[config.mk]
export PLATFORM = sky130hd
export DESIGN_NAME = haptic_motor_pattern_guard
export DESIGN_NICKNAME = d
export VERILOG_FILES = /design/src/rtl/hmpg_pkg.sv /design/src/rtl/hmpg_front.sv /design/src/rtl/hmpg_fifo.sv /design/src/rtl/hmpg_back.sv /design/src/rtl/haptic_motor_pattern_guard.sv
export SDC_FILE = /design/constraint.sdc
export NUM_CORES = 2
export LEC_CHECK = 0
export BUFFER_PORTS_ARGS = -buffer_cell sky130_fd_sc_hd__buf_4
export CORE_MARGIN = 4
export CORE_UTILIZATION = 45
export CTS_CLUSTER_DIAMETER = 30
export DETAILED_ROUTE_END_ITERATION = 7
export GPL_ROUTABILITY_DRIVEN = 0
export PLACE_DENSITY = 0.67
export REMOVE_ABC_BUFFERS = 1
export SKIP_LAST_GASP = 1
export SLEW_MARGIN = 20
export SYNTH_ARGS = -nofsm -noshare
export SYNTH_HDL_FRONTEND = slang
export SYNTH_HIERARCHICAL = 1
export SYNTH_SLANG_ARGS = --single-unit
[constraint.sdc]
create_clock -name clk_i -period 11.33 [get_ports clk_i]
set_input_delay 1.6995 -clock clk_i [delete_from_list [all_inputs] [get_ports clk_i]]
set_output_delay 1.6995 -clock clk_i [all_outputs]
set_load 0.05 [all_outputs]
[src/rtl/hmpg_pkg.sv]
// ============================================================================
// hmpg_pkg: shared types, constants and rhythm tables
// Command codes, the front-to-back item record, reset values of the
// configuration registers and the fixed on/off rhythm definitions.
// ============================================================================
package hmpg_pkg;

  // Configuration reset values and queue sizing
  localparam logic [15:0] CooldownReset = 16'd1000;
  localparam logic [19:0] MaxOnReset    = 20'd10000;
  localparam int unsigned QueueDepthDef = 4;

  localparam logic [7:0] FullDuty    = 8'd255;
  localparam logic [3:0] RhythmCount = 4'd11;

  // Command codes carried on the input tuser
  typedef enum logic [2:0] {
    CMD_TICK    = 3'd0,
    CMD_START   = 3'd1,
    CMD_PATTERN = 3'd2,
    CMD_STOP    = 3'd3,
    CMD_CLEAR   = 3'd4
  } cmd_e;

  // Record handed from the front part to the back part
  typedef struct packed {
    logic        acc;
    logic        dw;
    logic [7:0]  dd;
    logic        use_rhythm;
    logic [3:0]  rhythm;
    logic [31:0] elapsed;
    logic        running;
    logic        locked;
  } hmpg_rec_t;

  // Cycle length of a rhythm in ms
  function automatic logic [10:0] rhythm_mod(input logic [3:0] r);
    logic [10:0] m;
    case (r)
      4'd1:    m = 11'd180;
      4'd2:    m = 11'd900;
      4'd3:    m = 11'd1200;
      4'd4:    m = 11'd1400;
      4'd5:    m = 11'd1600;
      4'd6:    m = 11'd1400;
      4'd7:    m = 11'd700;
      4'd8:    m = 11'd1800;
      4'd9:    m = 11'd1000;
      4'd10:   m = 11'd1100;
      4'd11:   m = 11'd620;
      default: m = 11'd180;
    endcase
    return m;
  endfunction

  // floor(2^32 / cycle length); quotient estimate is exact or one low
  function automatic logic [31:0] rhythm_recip(input logic [3:0] r);
    logic [31:0] k;
    case (r)
      4'd1:    k = 32'd23860929;
      4'd2:    k = 32'd4772185;
      4'd3:    k = 32'd3579139;
      4'd4:    k = 32'd3067833;
      4'd5:    k = 32'd2684354;
      4'd6:    k = 32'd3067833;
      4'd7:    k = 32'd6135667;
      4'd8:    k = 32'd2386092;
      4'd9:    k = 32'd4294967;
      4'd10:   k = 32'd3904515;
      4'd11:   k = 32'd6927366;
      default: k = 32'd23860929;
    endcase
    return k;
  endfunction

  // On/off decision for phase p inside the rhythm cycle
  function automatic logic rhythm_on(input logic [3:0] r, input logic [10:0] p);
    logic        on;
    logic [21:0] third_prod;
    logic [11:0] third;
    third_prod = 22'(p) * 22'd683;     // p/3 exact for p < 1800
    third      = 12'(third_prod >> 11);
    case (r)
      4'd1:    on = p < 11'd140;
      4'd2:    on = p < 11'd260 || (p >= 11'd420 && p < 11'd680);
      4'd3:    on = p < 11'd180 || (p >= 11'd300 && p < 11'd480) ||
                    (p >= 11'd600 && p < 11'd1080);
      4'd4:    on = {1'b0, p} < 12'd200 + {3'b000, p[10:2]};
      4'd5:    on = p < 11'd180 || (p >= 11'd300 && p < 11'd480) ||
                    (p >= 11'd600 && p < 11'd780);
      4'd6:    on = p < 11'd700;
      4'd7:    on = p < 11'd420;
      4'd8:    on = {1'b0, p} < 12'd120 + third;
      4'd9:    on = p < 11'd180 || (p >= 11'd360 && p < 11'd540) ||
                    (p >= 11'd720 && p < 11'd900);
      4'd10:   on = p < 11'd780;
      4'd11:   on = p < 11'd390;
      default: on = 1'b0;
    endcase
    return on;
  endfunction

endpackage

[src/rtl/hmpg_front.sv]
// ============================================================================
// hmpg_front: command decode and guard state
// Takes one command per cycle unless the queue is full, applies the
// start/stop/lockout rules and pushes a record (with elapsed time) to it.
// ============================================================================
module hmpg_front (
  input  logic              clk_i,
  input  logic              rst_ni,
  input  logic              in_valid_i,
  output logic              in_ready_o,
  input  logic [2:0]        command_i,
  input  logic [31:0]       now_ms_i,
  input  logic [7:0]        duty_i,
  input  logic [3:0]        pattern_i,
  input  logic [31:0]       duration_ms_i,
  input  logic [15:0]       cooldown_ms_i,
  input  logic [19:0]       max_on_ms_i,
  output logic              push_o,
  input  logic              full_i,
  output hmpg_pkg::hmpg_rec_t rec_o
);
  import hmpg_pkg::*;

  logic        run_active_q, run_active_d;
  logic        lockout_q, lockout_d;
  logic        waived_q, waived_d;
  logic [31:0] start_time_q, start_time_d;
  logic [31:0] stop_time_q, stop_time_d;
  logic [19:0] run_limit_q, run_limit_d;
  logic [3:0]  rhythm_q, rhythm_d;

  logic        accept;
  logic [31:0] elapsed;
  logic [31:0] since_stop;
  logic        base_ok;
  logic        pat_ok;
  logic [7:0]  plain_duty;
  logic [19:0] capped;

  assign in_ready_o = !full_i;
  assign accept     = in_valid_i && !full_i;
  assign push_o     = accept;

  assign elapsed    = now_ms_i - start_time_q;
  assign since_stop = now_ms_i - stop_time_q;
  assign base_ok    = !lockout_q && (duration_ms_i != 32'd0) && !run_active_q &&
                      (waived_q || since_stop >= {16'd0, cooldown_ms_i});
  assign pat_ok     = (pattern_i >= 4'd1) && (pattern_i <= RhythmCount);
  assign plain_duty = (duty_i == 8'd0) ? 8'd1 : duty_i;
  assign capped     = (duration_ms_i > {12'd0, max_on_ms_i}) ? max_on_ms_i
                                                              : duration_ms_i[19:0];

  // Command decode and next state
  always_comb begin
    logic       acc;
    logic       dw;
    logic [7:0] dd;
    logic       use_r;
    acc          = 1'b0;
    dw           = 1'b0;
    dd           = 8'd0;
    use_r        = 1'b0;
    run_active_d = run_active_q;
    lockout_d    = lockout_q;
    waived_d     = waived_q;
    start_time_d = start_time_q;
    stop_time_d  = stop_time_q;
    run_limit_d  = run_limit_q;
    rhythm_d     = rhythm_q;
    case (cmd_e'(command_i))
      CMD_TICK: begin
        if (run_active_q) begin
          if (elapsed < {12'd0, run_limit_q}) begin
            if (rhythm_q != 4'd0) begin
              dw    = 1'b1;
              use_r = 1'b1;
            end
          end else begin
            dw           = 1'b1;
            run_active_d = 1'b0;
            stop_time_d  = now_ms_i;
            waived_d     = 1'b0;
            lockout_d    = 1'b1;
          end
        end
      end
      CMD_START: begin
        if (base_ok) begin
          acc          = 1'b1;
          dw           = 1'b1;
          dd           = plain_duty;
          run_active_d = 1'b1;
          start_time_d = now_ms_i;
          run_limit_d  = capped;
          rhythm_d     = 4'd0;
        end
      end
      CMD_PATTERN: begin
        if (base_ok && pat_ok) begin
          acc          = 1'b1;
          dw           = 1'b1;
          dd           = FullDuty;
          run_active_d = 1'b1;
          start_time_d = now_ms_i;
          run_limit_d  = capped;
          rhythm_d     = pattern_i;
        end
      end
      CMD_STOP: begin
        dw = 1'b1;
        if (run_active_q) begin
          run_active_d = 1'b0;
          stop_time_d  = now_ms_i;
          waived_d     = 1'b0;
        end
      end
      CMD_CLEAR: begin
        lockout_d = 1'b0;
      end
      default: begin
      end
    endcase
    rec_o.acc        = acc;
    rec_o.dw         = dw;
    rec_o.dd         = dd;
    rec_o.use_rhythm = use_r;
    rec_o.rhythm     = rhythm_q;
    rec_o.elapsed    = elapsed;
    rec_o.running    = run_active_d;
    rec_o.locked     = lockout_d;
  end

  // Guard state, updated on each transfer
  always_ff @(posedge clk_i or negedge rst_ni) begin
    if (!rst_ni) begin
      run_active_q <= 1'b0;
      lockout_q    <= 1'b0;
      waived_q     <= 1'b1;
      start_time_q <= 32'd0;
      stop_time_q  <= 32'd0;
      run_limit_q  <= 20'd0;
      rhythm_q     <= 4'd0;
    end else if (accept) begin
      run_active_q <= run_active_d;
      lockout_q    <= lockout_d;
      waived_q     <= waived_d;
      start_time_q <= start_time_d;
      stop_time_q  <= stop_time_d;
      run_limit_q  <= run_limit_d;
      rhythm_q     <= rhythm_d;
    end
  end

endmodule

[src/rtl/hmpg_fifo.sv]
// ============================================================================
// hmpg_fifo: record queue between front and back
// Small circular buffer; push and pop may happen in the same cycle.
// ============================================================================
module hmpg_fifo #(
  parameter int unsigned Depth = hmpg_pkg::QueueDepthDef
) (
  input  logic                clk_i,
  input  logic                rst_ni,
  input  logic                push_i,
  input  hmpg_pkg::hmpg_rec_t wdata_i,
  output logic                full_o,
  output logic                valid_o,
  input  logic                pop_i,
  output hmpg_pkg::hmpg_rec_t rdata_o
);
  import hmpg_pkg::*;

  localparam int unsigned AW = (Depth > 1) ? $clog2(Depth) : 1;
  localparam int unsigned CW = $clog2(Depth + 1);

  hmpg_rec_t       mem_q [Depth];
  logic [AW-1:0]   wr_ptr_q, rd_ptr_q;
  logic [CW-1:0]   cnt_q;
  logic            do_pop;

  assign full_o  = (cnt_q == CW'(Depth));
  assign valid_o = (cnt_q != '0);
  assign rdata_o = mem_q[rd_ptr_q];
  assign do_pop  = pop_i && valid_o;

  // Storage
  always_ff @(posedge clk_i) begin
    if (push_i) begin
      mem_q[wr_ptr_q] <= wdata_i;
    end
  end

  // Pointers and fill count
  always_ff @(posedge clk_i or negedge rst_ni) begin
    if (!rst_ni) begin
      wr_ptr_q <= '0;
      rd_ptr_q <= '0;
      cnt_q    <= '0;
    end else begin
      if (push_i) begin
        wr_ptr_q <= (wr_ptr_q == AW'(Depth - 1)) ? '0 : wr_ptr_q + 1'b1;
      end
      if (do_pop) begin
        rd_ptr_q <= (rd_ptr_q == AW'(Depth - 1)) ? '0 : rd_ptr_q + 1'b1;
      end
      if (push_i && !do_pop) begin
        cnt_q <= cnt_q + 1'b1;
      end else if (!push_i && do_pop) begin
        cnt_q <= cnt_q - 1'b1;
      end
    end
  end

endmodule

[src/rtl/hmpg_back.sv]
// ============================================================================
// hmpg_back: rhythm phase pipeline and output register
// Three stages: quotient estimate by reciprocal, quotient times cycle length,
// then remainder correction, on/off lookup and the output register.
// ============================================================================
module hmpg_back (
  input  logic                clk_i,
  input  logic                rst_ni,
  input  logic                in_valid_i,
  output logic                in_ready_o,
  input  hmpg_pkg::hmpg_rec_t rec_i,
  output logic                m_axis_tvalid,
  input  logic                m_axis_tready,
  output logic [15:0]         m_axis_tdata
);
  import hmpg_pkg::*;

  logic        v1_q, v2_q, v3_q;
  logic        rdy1, rdy2, rdy3;
  hmpg_rec_t   rec1_q, rec2_q;
  logic [31:0] quot1_q;
  logic [31:0] qm2_q;
  logic [15:0] out_q;

  logic [63:0] est_prod;
  logic [31:0] qm_prod;
  logic [31:0] rem_raw;
  logic [11:0] rem0;
  logic [10:0] mod2;
  logic [11:0] rem1;
  logic [7:0]  duty3;

  // Stage advance chain
  assign rdy3       = !v3_q || m_axis_tready;
  assign rdy2       = !v2_q || rdy3;
  assign rdy1       = !v1_q || rdy2;
  assign in_ready_o = rdy1;

  // Stage 1: quotient estimate
  assign est_prod = {32'd0, rec_i.elapsed} * {32'd0, rhythm_recip(rec_i.rhythm)};

  // Stage 2: estimate times cycle length
  assign qm_prod = quot1_q * {21'd0, rhythm_mod(rec1_q.rhythm)};

  // Stage 3: remainder below twice the cycle length, one correction step
  assign rem_raw = rec2_q.elapsed - qm2_q;
  assign rem0    = rem_raw[11:0];
  assign mod2    = rhythm_mod(rec2_q.rhythm);
  assign rem1    = (rem0 >= {1'b0, mod2}) ? rem0 - {1'b0, mod2} : rem0;
  assign duty3   = !rec2_q.use_rhythm ? rec2_q.dd :
                   (rhythm_on(rec2_q.rhythm, rem1[10:0]) ? FullDuty : 8'd0);

  // Valid bits
  always_ff @(posedge clk_i or negedge rst_ni) begin
    if (!rst_ni) begin
      v1_q <= 1'b0;
      v2_q <= 1'b0;
      v3_q <= 1'b0;
    end else begin
      if (rdy1) v1_q <= in_valid_i;
      if (rdy2) v2_q <= v1_q;
      if (rdy3) v3_q <= v2_q;
    end
  end

  // Payload
  always_ff @(posedge clk_i) begin
    if (rdy1 && in_valid_i) begin
      rec1_q  <= rec_i;
      quot1_q <= est_prod[63:32];
    end
    if (rdy2 && v1_q) begin
      rec2_q <= rec1_q;
      qm2_q  <= qm_prod;
    end
    if (rdy3 && v2_q) begin
      out_q <= {4'd0, rec2_q.locked, rec2_q.running, duty3, rec2_q.dw, rec2_q.acc};
    end
  end

  assign m_axis_tvalid = v3_q;
  assign m_axis_tdata  = out_q;

endmodule

[src/rtl/haptic_motor_pattern_guard.sv]
// ============================================================================
// haptic_motor_pattern_guard: vibration motor guard top level
// Command stream in, one result per command out, APB register access.
// ============================================================================
// Usage:
//   s_axis carries commands: tuser is the command code, tdata the timestamp,
//   duty, pattern and duration. m_axis returns exactly one result per
//   command: accepted, drive write flag and duty, running and lockout flags.
//   The APB port holds cooldown_ms (0x0) and max_on_ms (0x4); write them
//   only while no command is in flight.
// Timing:
//   One command per cycle sustained while m_axis accepts results. A result
//   reaches m_axis via the record queue, the quotient and product registers
//   of the reciprocal-multiply phase pipeline and the output register.
//   Guard state is updated in the cycle a command is taken, so back-to-back
//   commands see each other's effect.
// Reset and stall:
//   Reset clears the run, lockout and queue, restores register defaults and
//   waives the first cooldown. A stalled m_axis fills the pipeline and then
//   the QueueDepth-entry queue, after which s_axis_tready drops.
// ============================================================================
module haptic_motor_pattern_guard #(
  parameter int unsigned QueueDepth = hmpg_pkg::QueueDepthDef
) (
  input  logic        clk_i,
  input  logic        rst_ni,
  // command stream
  input  logic        s_axis_tvalid,
  output logic        s_axis_tready,
  input  logic [79:0] s_axis_tdata,  // now_ms[31:0], duty[39:32], pattern[43:40],
                                     // duration_ms[75:44], zero[79:76]
  input  logic [2:0]  s_axis_tuser,  // command[2:0]
  // result stream
  output logic        m_axis_tvalid,
  input  logic        m_axis_tready,
  output logic [15:0] m_axis_tdata,  // accepted[0], drive_written[1], drive_duty[9:2],
                                     // running[10], locked_out[11], zero[15:12]
  // register port
  input  logic        psel,
  input  logic        penable,
  input  logic        pwrite,
  input  logic [2:0]  paddr,
  input  logic [31:0] pwdata,
  output logic [31:0] prdata,
  output logic        pready
);
  import hmpg_pkg::*;

  logic [15:0] cooldown_q;
  logic [19:0] max_on_q;
  logic        cfg_wr;

  logic        push;
  logic        full;
  logic        q_valid;
  logic        q_pop;
  hmpg_rec_t   rec_in;
  hmpg_rec_t   rec_out;

  // Configuration registers
  assign pready = 1'b1;
  assign cfg_wr = psel && penable && pwrite;
  assign prdata = paddr[2] ? {12'd0, max_on_q} : {16'd0, cooldown_q};

  always_ff @(posedge clk_i or negedge rst_ni) begin
    if (!rst_ni) begin
      cooldown_q <= CooldownReset;
      max_on_q   <= MaxOnReset;
    end else if (cfg_wr) begin
      if (paddr[2]) begin
        max_on_q <= pwdata[19:0];
      end else begin
        cooldown_q <= pwdata[15:0];
      end
    end
  end

  hmpg_front u_front (
    .clk_i         (clk_i),
    .rst_ni        (rst_ni),
    .in_valid_i    (s_axis_tvalid),
    .in_ready_o    (s_axis_tready),
    .command_i     (s_axis_tuser),
    .now_ms_i      (s_axis_tdata[31:0]),
    .duty_i        (s_axis_tdata[39:32]),
    .pattern_i     (s_axis_tdata[43:40]),
    .duration_ms_i (s_axis_tdata[75:44]),
    .cooldown_ms_i (cooldown_q),
    .max_on_ms_i   (max_on_q),
    .push_o        (push),
    .full_i        (full),
    .rec_o         (rec_in)
  );

  hmpg_fifo #(
    .Depth (QueueDepth)
  ) u_fifo (
    .clk_i   (clk_i),
    .rst_ni  (rst_ni),
    .push_i  (push),
    .wdata_i (rec_in),
    .full_o  (full),
    .valid_o (q_valid),
    .pop_i   (q_pop),
    .rdata_o (rec_out)
  );

  hmpg_back u_back (
    .clk_i         (clk_i),
    .rst_ni        (rst_ni),
    .in_valid_i    (q_valid),
    .in_ready_o    (q_pop),
    .rec_i         (rec_out),
    .m_axis_tvalid (m_axis_tvalid),
    .m_axis_tready (m_axis_tready),
    .m_axis_tdata  (m_axis_tdata)
  );

endmodule

# [Word-level counts from Yosys, hierarchy flattened]
# Memory sizes are Yosys's and may differ from the RTL's. A register that Yosys moved wholly into a read port is not among the register bits.
# Cells that the tools add are included.
[op_classes] add_sub_neg=10 n_mul=3 order_cmp=25 n_eq_ne=23 n_mux=53 bitwise_logic=1 n_reduce_logical=49
[op_table] cell="$mux 32" n=5
[op_table] cell="$pmux 32 s2" n=2
[op_table] cell="$mux 20" n=4
[op_table] cell="$mul 32x32->64" n=1
[op_table] cell="$sub 32x32->32" n=2
[op_table] cell="$lt 11x10->1 const B" n=5
[op_table] cell="$lt 11x9->1 const B" n=4
[op_table] cell="$mux 8" n=5
[op_table] cell="$pmux 20 s2" n=1
[op_table] cell="$ge 11x9->1 const B" n=3
[op_table] cell="$ge 32x16->1" n=1
[op_table] cell="$gt 32x20->1" n=1
[op_table] cell="$lt 32x20->1" n=1
[op_table] cell="$mul 32x11->12" n=1
[op_table] cell="$reduce_bool 32->1" n=1
[op_table] cell="$lt 11x12->1" n=2
[op_table] cell="$ge 11x10->1 const B" n=2
[op_table] cell="$lt 11x8->1 const B" n=2
[op_table] cell="$mul 11x10->21 const B" n=1
[op_table] cell="$logic_and 1x1->1" n=19
[op_table] cell="$mux 1" n=19
[op_table] cell="$eq 4x3->1 const B" n=4
[op_table] cell="$eq 4x4->1 const B" n=4
[op_table] cell="$mux 4" n=4
[op_table] cell="38 further kinds" n=70
[word_totals] register_bits=251 ram_bits=196 romBits=672 inputBits=125 out_inout_bits=51 wordCells=202 memories=4
[memory_table] name="(no name shown)" words=16 word_bits=24 rd=1 rd_ports_with_merged_regs=0 write_ports=0 line_no="hmpg_pkg.sv:60" source="case (r)"
[memory_table] name="u_fifo.mem_q" words=4 word_bits=49 rd=1 rd_ports_with_merged_regs=0 write_ports=1 line_no="hmpg_fifo.sv:22" source="hmpg_rec_t mem_q [Depth];"
[memory_table] name="(no name shown)" words=16 word_bits=9 rd=1 rd_ports_with_merged_regs=1 write_ports=0 line_no="hmpg_pkg.sv:40" source="case (r)"
[memory_table] name="(no name shown)" words=16 word_bits=9 rd=1 rd_ports_with_merged_regs=1 write_ports=0 line_no="hmpg_pkg.sv:40"

# [Logic depth before layout (Yosys ltp)]
[depth] ltp_word=10 depth_mapped=49

# [By module]
# The synthesis kept the hierarchy.
[by_module_without_submodules] module="hmpg_back" n_inst=1 cells_per_inst=3390 area_each_um2=30733.2 seq_area_each_um2=3138.0
[by_module_without_submodules] module="hmpg_front" n_inst=1 cells_per_inst=1137 area_each_um2=9609.2 seq_area_each_um2=2278.4
[by_module_without_submodules] module="hmpg_fifo" n_inst=1 cells_per_inst=294 area_each_um2=7553.5 seq_area_each_um2=6060.8
[by_module_without_submodules] module="haptic_motor_pattern_guard" n_inst=1 cells_per_inst=114 area_each_um2=1729.2 seq_area_each_um2=914.6

# [Worst setup path after synthesis]
# Ideal clock, no wire load.
[synth_path] path_kind="reg2reg" from="register u_back/rec2_q[4] (netlist bit)" to="register u_back.out_q[2], in the netlist u_back/m_axis_tdata[2], data pin" setup_ns=0.152 arrival_ns=10.086 slack_ns=1.092 path_stages_with_launch=45 path_cell_list="edfxtp_1 ha_1 buf_6 o211ai_1 a21boi_1 o21ai_0 nand2_1 inv_1 ha_1 buf_6 and3_1 a21boi_4 or3_4 and3_4 nor2_2 buf_4 mux2i_1 ha_1 [9 not listed] nor4_1 nand3_1 o211a_1 a21oi_1 a21oi_1 a221oi_2 nor4_1 o41a_1 nor2_1 xor2_1 ha_1 and4_1 o2111ai_1 o31ai_1 a211o_1 o31ai_4 nor2_1 a31oi_1"
[synth_via] elab_chain_len=10
[synth_rtl] item="from (decl)" line_no="hmpg_back.sv:20" source="hmpg_rec_t rec1_q, rec2_q;"
[synth_rtl] item="from (signal assigned)" line_no="hmpg_back.sv:73" source="rec2_q <= rec1_q;"
[synth_rtl] item="$sub 12x12->12 *" line_no="hmpg_back.sv:46" source="assign rem_raw = rec2_q.elapsed - qm2_q;"
[synth_rtl] item="$sub 11x11->11 / $ge 12x11->1 (equally long branches)" line_no="hmpg_back.sv:49" source="assign rem1 = (rem0 >= {1'b0, mod2}) ? rem0 - {1'b0, mod2} : rem0;"
[synth_rtl] item="$mux 11 *" line_no="hmpg_back.sv:49"
[synth_rtl] item="parallel branches: the longest is 4 deep, another holds $mul 11x10->21"
[synth_rtl] item="$pmux 1 s11 *" line_no="hmpg_pkg.sv:84" source="case (r)"
[synth_rtl] item="$mux 8 *" line_no="hmpg_back.sv:51" source="(rhythm_on(rec2_q.rhythm, rem1[10:0]) ? FullDuty : 8'd0);"
[synth_rtl] item="$mux 8 *" line_no="hmpg_back.sv:50" source="assign duty3 = !rec2_q.use_rhythm ? rec2_q.dd :"
[synth_rtl] item="named net u_back.duty3[0]" line_no="hmpg_back.sv:31" source="logic [7:0] duty3;"
[synth_rtl] item="to (signal assigned)" line_no="hmpg_back.sv:77" source="out_q <= {4'd0, rec2_q.locked, rec2_q.running, duty3, rec2_q.dw, rec2_q.acc};"
[synth_rtl] item="to (decl)" line_no="hmpg_back.sv:23" source="logic [15:0] out_q;"
# Mark *: on every way through the listed nets, which the timed path passes.
# A chain may end at the register's enable or synchronous reset.

# [Worst setup path after layout]
[layout_path] from="register u_back/rec2_q[5] (netlist bit)" to="register u_back.out_q[3], in the netlist u_back/m_axis_tdata[3], data pin"
# The elaborated chain is that of the path after synthesis.

==> Flow_metrics.wiki <==
{| class="wikitable"
! Metric !! Value
|-
| RSZ-0062 raised after global routing || false
|-
| Floorplan die area || 0.116 mm²
|-
| Worst stage delay on the critical path || 530 ps
|-
| First-pass GRT wire length || 200000 µm
|-
| Via count of the first global-routing pass || 37000
|-
| Number of H-tree branching levels || 3
|-
| Initial antenna violation count || 4
|-
| Starting Density || 0.455
|-
| Final Hold Vio Count || 0
|-
| Clock tree skew after final layout || 18.8 ps
|-
| Via count || 35600
|-
| CTS sink count || 441
|-
| Yosys warning total || 6
|-
| Worst setup path category || register to register
|-
| Routed WL || 124000 µm
|-
| Core Footprint || 0.109 mm²
|-
| Type of origin of the critical path || register
|-
| Largest net degree at the start of global routing || 74
|-
| Die Wd || 340 µm
|-
| Fraction of layout instances using a drive strength above 1 || 0.117
|-
| Prevailing post-synth register cell || sky130_fd_sc_hd__edfxtp_1
|-
| Post-route worst hold slack || 410 ps
|-
| Max-cap check violation count || 0
|-
| Fmax achieved || 93.4 MHz
|-
| CTS tree || done
|-
| Post-synthesis instance total || 4935
|-
| Clock edge transition at the registers on the reported setup and hold paths || 50 ps
|-
| Max-Slew Margin vs Limit || 0.201
|-
| Ranking of synthesized cells by area || sky130_fd_sc_hd__fa_1, sky130_fd_sc_hd__edfxtp_1, sky130_fd_sc_hd__ha_1, sky130_fd_sc_hd__inv_1, sky130_fd_sc_hd__dfrtp_1
|-
| Net count, final || 6158
|-
| FF+latch count, synth || 441
|-
| Number of enable flip-flop cells after synthesis || 286
|-
| Fin crit period || 10710 ps
|-
| Buffers on Ports || 140
|-
| Most used cells in the layout excluding fill and tap cells || sky130_fd_sc_hd__inv_1, sky130_fd_sc_hd__nand2_1, sky130_fd_sc_hd__fa_1
|-
| I/O pin cnt || 176
|-
| Gr usage total || 0.216
|-
| Post-DRT Antenna Nets || 0
|-
| Combined area of all synthesized cells || 0.0496 mm²
|-
| Library cell occupying the most area in the post-synthesis netlist || sky130_fd_sc_hd__fa_1
|-
| CP Data Arrival Time || 11150 ps
|-
| Mean instance size in the synthesized netlist || 10.1 µm²
|-
| Total half-perimeter wirelength after legalization and detailed placement || 92500 µm
|-
| Post-layout utilization of the core || 0.501
|-
| Critical path peak fanout || 21
|-
| Layout-stage area growth over the synthesis result || 10.3%
|-
| Post-placement worst setup slack || 317 ps
|-
| Async set-reset flop share out of synthesis || 0.311
|-
| Placement row count || 121
|-
| Status || finished, final reports clean
|-
| Unique masters post-synth || 112
|-
| GR Overflow Total || 0
|-
| 1st-pass router iterations || 7
|-
| Sequential area share after synthesis || 0.250
|-
| Category of the worst setup path capture point || register
|-
| Root Buffer Master || sky130_fd_sc_hd__clkbuf_16
|-
| Worst min-delay path class || register to register
|-
| Slew at the pin closest to its max-slew limit || 1200 ps
|-
| DR vias/cell || 5.44
|-
| Clock insertion delay at the later pin of the skew report || 610 ps
|-
| Critical Path RT || 11770 ps
|-
| Final routed DRC violation total || 0
|-
| Max clock buf depth || 3
|-
| Average wire length per cell after detail routing || 18.9 µm
|-
| Slack of the critical path || 623 ps
|-
| Setup violation total in the final timing report || 0
|-
| Setup TNS Final || 0 ps
|-
| Max stage delay cell, worst path || sky130_fd_sc_hd__fa_1
|-
| Most common library cell in the layout ignoring fill and taps || sky130_fd_sc_hd__inv_1
|-
| Portion of synthesized cell area occupied by the leading cell type || 0.249
|-
| Starting DRT DRC Count || 2560
|-
| Number of pins exceeding their max-slew limit in the final report || 0
|-
| Vertical die dimension || 340 µm
|-
| Cts bufs inserted || 78
|-
| Period utilisation layout || 0.945
|}
-- area by class of cell --
type	count	area [µm²]
repair buffers	207	1600
inverters	878	3300
flip-flops and latches	441	12400
diodes	2	5.00
clock inverters	47	561
well taps	1476	1850
clock buffers	98	2060
multi-input cells	3393	33000
fillers	9770	54400
-- state kept, by name (all words and copies together), names as in the netlist, 2 cells and up, named ones only --
register and count:
u_fifo/mem_q 196, u_front/start_time_q 32, u_front/stop_time_q 32, u_back/rec1_q 29, u_back/rec2_q 29, max_on_q 20
u_front/run_limit_q 20, cooldown_q 16, u_back/m_axis_tdata 12, u_back/qm2_q 10, u_back/quot1_q 10, u_back/mod2 9
u_front/rhythm_q 4, u_fifo/cnt_q 3, u_fifo/rd_ptr_q 2, u_fifo/wr_ptr_q 2
-- cells by family after synthesis --
family / after synthesis / synth area share
and+or+nand+nor: 1316 / 0.127
buffers and inverters: 1115 / 0.0905
adders and majority gates: 1034 / 0.354
AOI/OAI and AO/OA: 659 / 0.0919
DFF: 441 / 0.250
muxes: 209 / 0.0585
xor gates and xnor gates: 158 / 0.0279
other: 3 / 0.000227
-- synth_stat cells, types with 10 or more instances --
library cell	instances
sky130_fd_sc_hd__and3_1	15
sky130_fd_sc_hd__or3_1	15
sky130_fd_sc_hd__ha_1	416
sky130_fd_sc_hd__nand4_1	30
sky130_fd_sc_hd__xnor2_1	119
sky130_fd_sc_hd__nand2_1	642
sky130_fd_sc_hd__o211ai_1	51
sky130_fd_sc_hd__nor4_1	25
sky130_fd_sc_hd__o21bai_1	10
sky130_fd_sc_hd__o21ai_0	135
sky130_fd_sc_hd__fa_1	618
sky130_fd_sc_hd__a31oi_1	22
sky130_fd_sc_hd__dfxtp_1	18
sky130_fd_sc_hd__dfrtp_1	125
sky130_fd_sc_hd__nor3b_1	10
sky130_fd_sc_hd__dfstp_2	12
sky130_fd_sc_hd__edfxtp_1	286
sky130_fd_sc_hd__mux2i_1	62
sky130_fd_sc_hd__nor2b_1	53
sky130_fd_sc_hd__mux2_4	16
sky130_fd_sc_hd__nor2_1	143
sky130_fd_sc_hd__a21o_1	60
sky130_fd_sc_hd__clkbuf_1	161
sky130_fd_sc_hd__a21oi_1	160
sky130_fd_sc_hd__buf_4	22
sky130_fd_sc_hd__nand3_1	45
sky130_fd_sc_hd__a21boi_0	12
sky130_fd_sc_hd__buf_2	28
sky130_fd_sc_hd__nand2b_1	31
sky130_fd_sc_hd__inv_1	877
sky130_fd_sc_hd__o21a_1	31
sky130_fd_sc_hd__mux4_2	49
sky130_fd_sc_hd__a211oi_1	15
sky130_fd_sc_hd__mux2_2	81
sky130_fd_sc_hd__o221a_2	27
sky130_fd_sc_hd__buf_6	10
sky130_fd_sc_hd__o2111ai_1	13
sky130_fd_sc_hd__nor3_1	51
sky130_fd_sc_hd__xor2_1	39
sky130_fd_sc_hd__and2_1	205
sky130_fd_sc_hd__a221oi_1	11
-- through the flow --
stage          cells  instance area, µm²
2_1_floorplan   4712               48500
3_3_place_gp    6392               52000
3_5_place_dp    6392               52000
4_1_cts         6537               54600
5_1_grt         6542               54700
6_report        6542               54700
-- final timing paths --
| kind | from | end | slack (ps) | depth (start not counted) |
|---|---|---|---|---|
| worst max register to register | u_back/rec2_q[5] | u_back/m_axis_tdata[3] | 620 | 42 |
| worst min register to register | u_back/rec1_q[10] | u_back/rec2_q[10] | 410 | 0 |
| worst max-delay path | u_back/rec2_q[5] | u_back/m_axis_tdata[3] | 620 | 42 |
| max in group asynchronous | rst_ni | u_fifo/rd_ptr_q[0] | 8740 | 2 |
| min in group asynchronous | rst_ni | u_front/stop_time_q[25] | 1100 | 1 |
| worst min-delay path | u_back/rec1_q[10] | u_back/rec2_q[10] | 410 | 0 |
-- layer usage --
metal,global-route usage,vias to the layer above,routed length [µm]
li1,-,16300,-
met1,0.284,18000,52200
met2,0.361,1072,60100
met3,0.0380,262,7490
met4,0.0727,2,4150
met5,0,-,13
-- worst max-delay path, delay by kind of cell, from the launching register on --
family	cells	cell delay [ps]
buf+inv	6	440
compound gates	15	3320
flops	1	360
simple gates	11	2740
fa+ha+maj	10	3640
-- what timing repair did --
action                                  4_1_cts  5_1_grt
hold buffers                                  0        0
buffers inserted                              0        1
endpoints found under the setup margin        0        8
gates resized for setup                       0        9
Power is not shown: default switching activity piles up to over one toggle a cycle in this logic, so the estimate is an artifact.
